$ cat src/hdl/lert_pkg.sv
`default_nettype none
package lert_pkg;

    // default store depth
    localparam int DEF_MAX_LENGTH = 1024;

    // fixed field widths
    localparam int CHAR_W = 8;
    localparam int POS_W  = 10;
    localparam int LEN_W  = 11;

    // request kinds carried in s_tuser
    localparam logic REQ_LOAD   = 1'b0;
    localparam logic REQ_REPORT = 1'b1;

    // reset value of the length register
    localparam logic [LEN_W-1:0] ACTIVE_LENGTH_RESET = 11'd1024;

endpackage
`default_nettype wire

$ cat src/hdl/lert_merge.sv
`default_nettype none
module lert_merge
    import lert_pkg::*;
#(
    parameter int RW = 11
)
(
    input  wire logic [4*RW+2*CHAR_W-1:0] left,
    input  wire logic [4*RW+2*CHAR_W-1:0] right,
    output logic      [4*RW+2*CHAR_W-1:0] parent
);

    logic [RW-1:0]     cnt_l, pre_l, suf_l, best_l;
    logic [RW-1:0]     cnt_r, pre_r, suf_r, best_r;
    logic [CHAR_W-1:0] first_l, last_l, first_r, last_r;
    logic [RW-1:0]     pre_p, suf_p, best_p, mid, best_lr;
    logic              join_ok;

    // unpack both children
    assign cnt_l   = left[RW-1:0];
    assign pre_l   = left[2*RW-1:RW];
    assign suf_l   = left[3*RW-1:2*RW];
    assign best_l  = left[4*RW-1:3*RW];
    assign first_l = left[4*RW+CHAR_W-1:4*RW];
    assign last_l  = left[4*RW+2*CHAR_W-1:4*RW+CHAR_W];
    assign cnt_r   = right[RW-1:0];
    assign pre_r   = right[2*RW-1:RW];
    assign suf_r   = right[3*RW-1:2*RW];
    assign best_r  = right[4*RW-1:3*RW];
    assign first_r = right[4*RW+CHAR_W-1:4*RW];
    assign last_r  = right[4*RW+2*CHAR_W-1:4*RW+CHAR_W];

    // runs join across the boundary when the edge characters match
    assign join_ok = (cnt_r != '0) && (cnt_l != '0) && (last_l == first_r);
    assign mid     = join_ok ? (suf_l + pre_r) : '0;
    assign best_lr = (best_l > best_r) ? best_l : best_r;

    always_comb
    begin
        pre_p  = (join_ok && (pre_l == cnt_l)) ? (cnt_l + pre_r) : pre_l;
        suf_p  = (join_ok && (suf_r == cnt_r)) ? (cnt_r + suf_l) : suf_r;
        best_p = (mid > best_lr) ? mid : best_lr;
        // absent positions only ever sit on the right
        if (cnt_r == '0)
        begin
            parent = left;
        end
        else
        begin
            parent = {last_r, first_l, best_p, suf_p, pre_p, cnt_l + cnt_r};
        end
    end

endmodule
`default_nettype wire

$ cat config.mk
export PLATFORM = sky130hd
export DESIGN_NAME = lert_merge
export DESIGN_NICKNAME = d
export VERILOG_FILES = /design/src/hdl/lert_pkg.sv /design/src/hdl/lert_merge.sv
export SDC_FILE = /design/constraint.sdc
export NUM_CORES = 1
export LEC_CHECK = 0
export ABC_AREA = 1
export BUFFER_PORTS_ARGS = -buffer_cell sky130_fd_sc_hd__buf_2
export CORE_MARGIN = 3
export CORE_UTILIZATION = 55
export DETAILED_ROUTE_END_ITERATION = 8
export PLACE_DENSITY = 0.9
export SYNTH_ARGS = -nofsm -noshare
export SYNTH_HDL_FRONTEND = slang
export SYNTH_SLANG_ARGS = --single-unit
$ cat constraint.sdc
create_clock -name vclk -period 8.2
set_clock_uncertainty 0.05 [all_clocks]
set_input_delay 1.64 -clock vclk [all_inputs]
set_output_delay 1.64 -clock vclk [all_outputs]
set_load 0.01 [all_outputs]
==> out/results.ini <==
[floorplanning]
start_util = 0.5840
row_count = 31
die_w_um = 94.93
die_y_um = 94.93
design.core.area_um2 = 7447
ios = 180
die_area_um2 = 9011

[critical_path]
cp_data_required_time_ns = 6.51
critPathMaxFanout = 11
path_cells = buf_2, ha_1, nand2_1, nand2_1, a21oi_1, nand3_1, nand2_1, nand2_1, o21ai_1, inv_1, ha_1, nand2_1, nor2_1, and2_1, nand2_1, nand3_2, nand2_2, nor2_1, inv_1, nor2_1, nor2_1, buf_2
start_kind = input port
crit_arrival_ns = 4.88
slowest_delay_ns = 0.40
crit_path_end_kind = output port
critical_path_class = input port to output port
cp_num_cells = 22
crit_buf_inv = 4
critPathMostFrequentCell = nand2_1
worst_path_max_delay_cell = nand2_1
cpLargestDelayFamily = simple AND/OR/NAND/NOR gates

[cells_and_area]
final_nets = 1141
nFillCells = 734
register_area_um2 = 0
seq_cell_count = 0
clockBufferCount = 0
finalNonFillerCells = 1052
drive_gt1_frac = 0.1962
diodes = 0
fin_util = 0.6899
syn_to_final_growth_pct = 18.12

[timing]
finalHoldViolCount = 0
rsz0062_at_grt = false
finalSetupTns_ns = 0
drv_slew = 0
maxSlewHeadroom = 0.5422
worst_slew_pin_slew_ns = 0.6858
period_needed_ns = 6.567
clock.fmax_mhz = 152.3
holdWs_ns = 3.230
period_share = 0.8009
finalSetupViolCount = 0

[synthesis]
synth-seq-area-share = 0
synth_cells = 811
synth_area_um2 = 4349
synth.most_common_cell = nand2_1
yosysTopAreaCellShare = 0.2512
ys_top_cells_by_count = nand2_1, inv_1, nand3_1, nor2_1, ha_1
yosys-top-cells-area = nand2_1, ha_1, inv_1
ys_warn_count = 0
syn_nets = 997
ys_types = 33
synth_top_area_cell = nand2_1
avgSynthCellArea_um2 = 5.363

[routing]
via_per_inst = 5.251
first_iter_violations = 310
first_pass_iters = 5
drc = 0
route.vias.total = 5524
drt_wl_total_mm = 13.60
ant_nets = 0
avgRoutedWirePerCell_um = 12.93

[global_route]
grt_antenna_before_repair = 0
grt_pass1_wl_mm = 21.82
grt_max_degree = 41
track_usage = 0.2929
grt_overflow = 0
grt_pass1_vias = 4881

[placement]
routabilityCongestion = 1.011
hpwl_mm = 11.73
port_buffers = 164
post-place-cells = 1052

[cts]
cts_hold_buf = 0
cts_resized = 0
cts_setup_buffers = 0

[status]
outcome = finished clean

[hold_path]
hold_depth = 0
hp-class = input port to output port

[power]
ir_worst_vdd_mv = 0.03224
p_total_mw = 0.3153
power_density_nw_per_um2 = 61.38
leakage_nw = 3.176

[job]
drv_cap = 0

[layer usage]
| layer | GRT usage | share of wire | vias up |
|---|---|---|---|
| met1 | 0.4005 | 0.44 | 2408 |
| met2 | 0.5050 | 0.46 | 211 |
| li1 | - | - | 2879 |
| met3 | 0.02390 | 0.080 | 26 |
| met4 | 0.05168 | 0.017 | 0 |
| met5 | 0 | 0 | - |
[per-stage QoR]
stage | worst slack [ns] | area (um^2)
after global placement | 1.804 | 5137
final | 1.633 | 5137
after global routing | 1.242 | 5137
after detailed placement | 1.722 | 5137
after CTS | 1.709 | 5137
after floorplan | 2.535 | 4349
[placed cells by master (no fill, tap or decap), drive strengths merged]
cell type and instances:
nand2 298, buf 164, inv 107, nor2 76, nand3 72, ha 62
o21ai 42, a21oi 30, xor2 25, xnor2 21, nand4 12, nor3 8
nand3b 8, and2 6, a21o 5, a31oi 5, or2 4, fa 4
o21bai 1, nand2b 1, o2111ai 1, nor3b 1
[cell type report]
cell class	count	area (um^2)	area share
inverter	107	401.6	0.07818
timing repair buffer	164	820.8	0.1598
multi-input combinational	682	3791	0.7379
tap	99	123.9	0.02411
[cell families (layout without fill, tap and decap cells)]
| group | count (synthesis) | after routing | synth area share |
|---|---|---|---|
| xor+xnor | 46 | 46 | 0.09264 |
| fa+ha+maj | 66 | 66 | 0.1968 |
| simple gates | 486 | 486 | 0.4773 |
| buf+inv | 129 | 271 | 0.1283 |
| compound gates | 84 | 84 | 0.1050 |
[final timing paths]
kind | end | from | slack, ns
max | parent[38] | left[43] | 1.63
min | parent[46] | left[46] | 3.23
[power breakdown]
part	switching [mW]	internal (mW)
combinational	0.188	0.128
clock	0	0
sequential	0	0
Power figures use the tool's default switching activity.
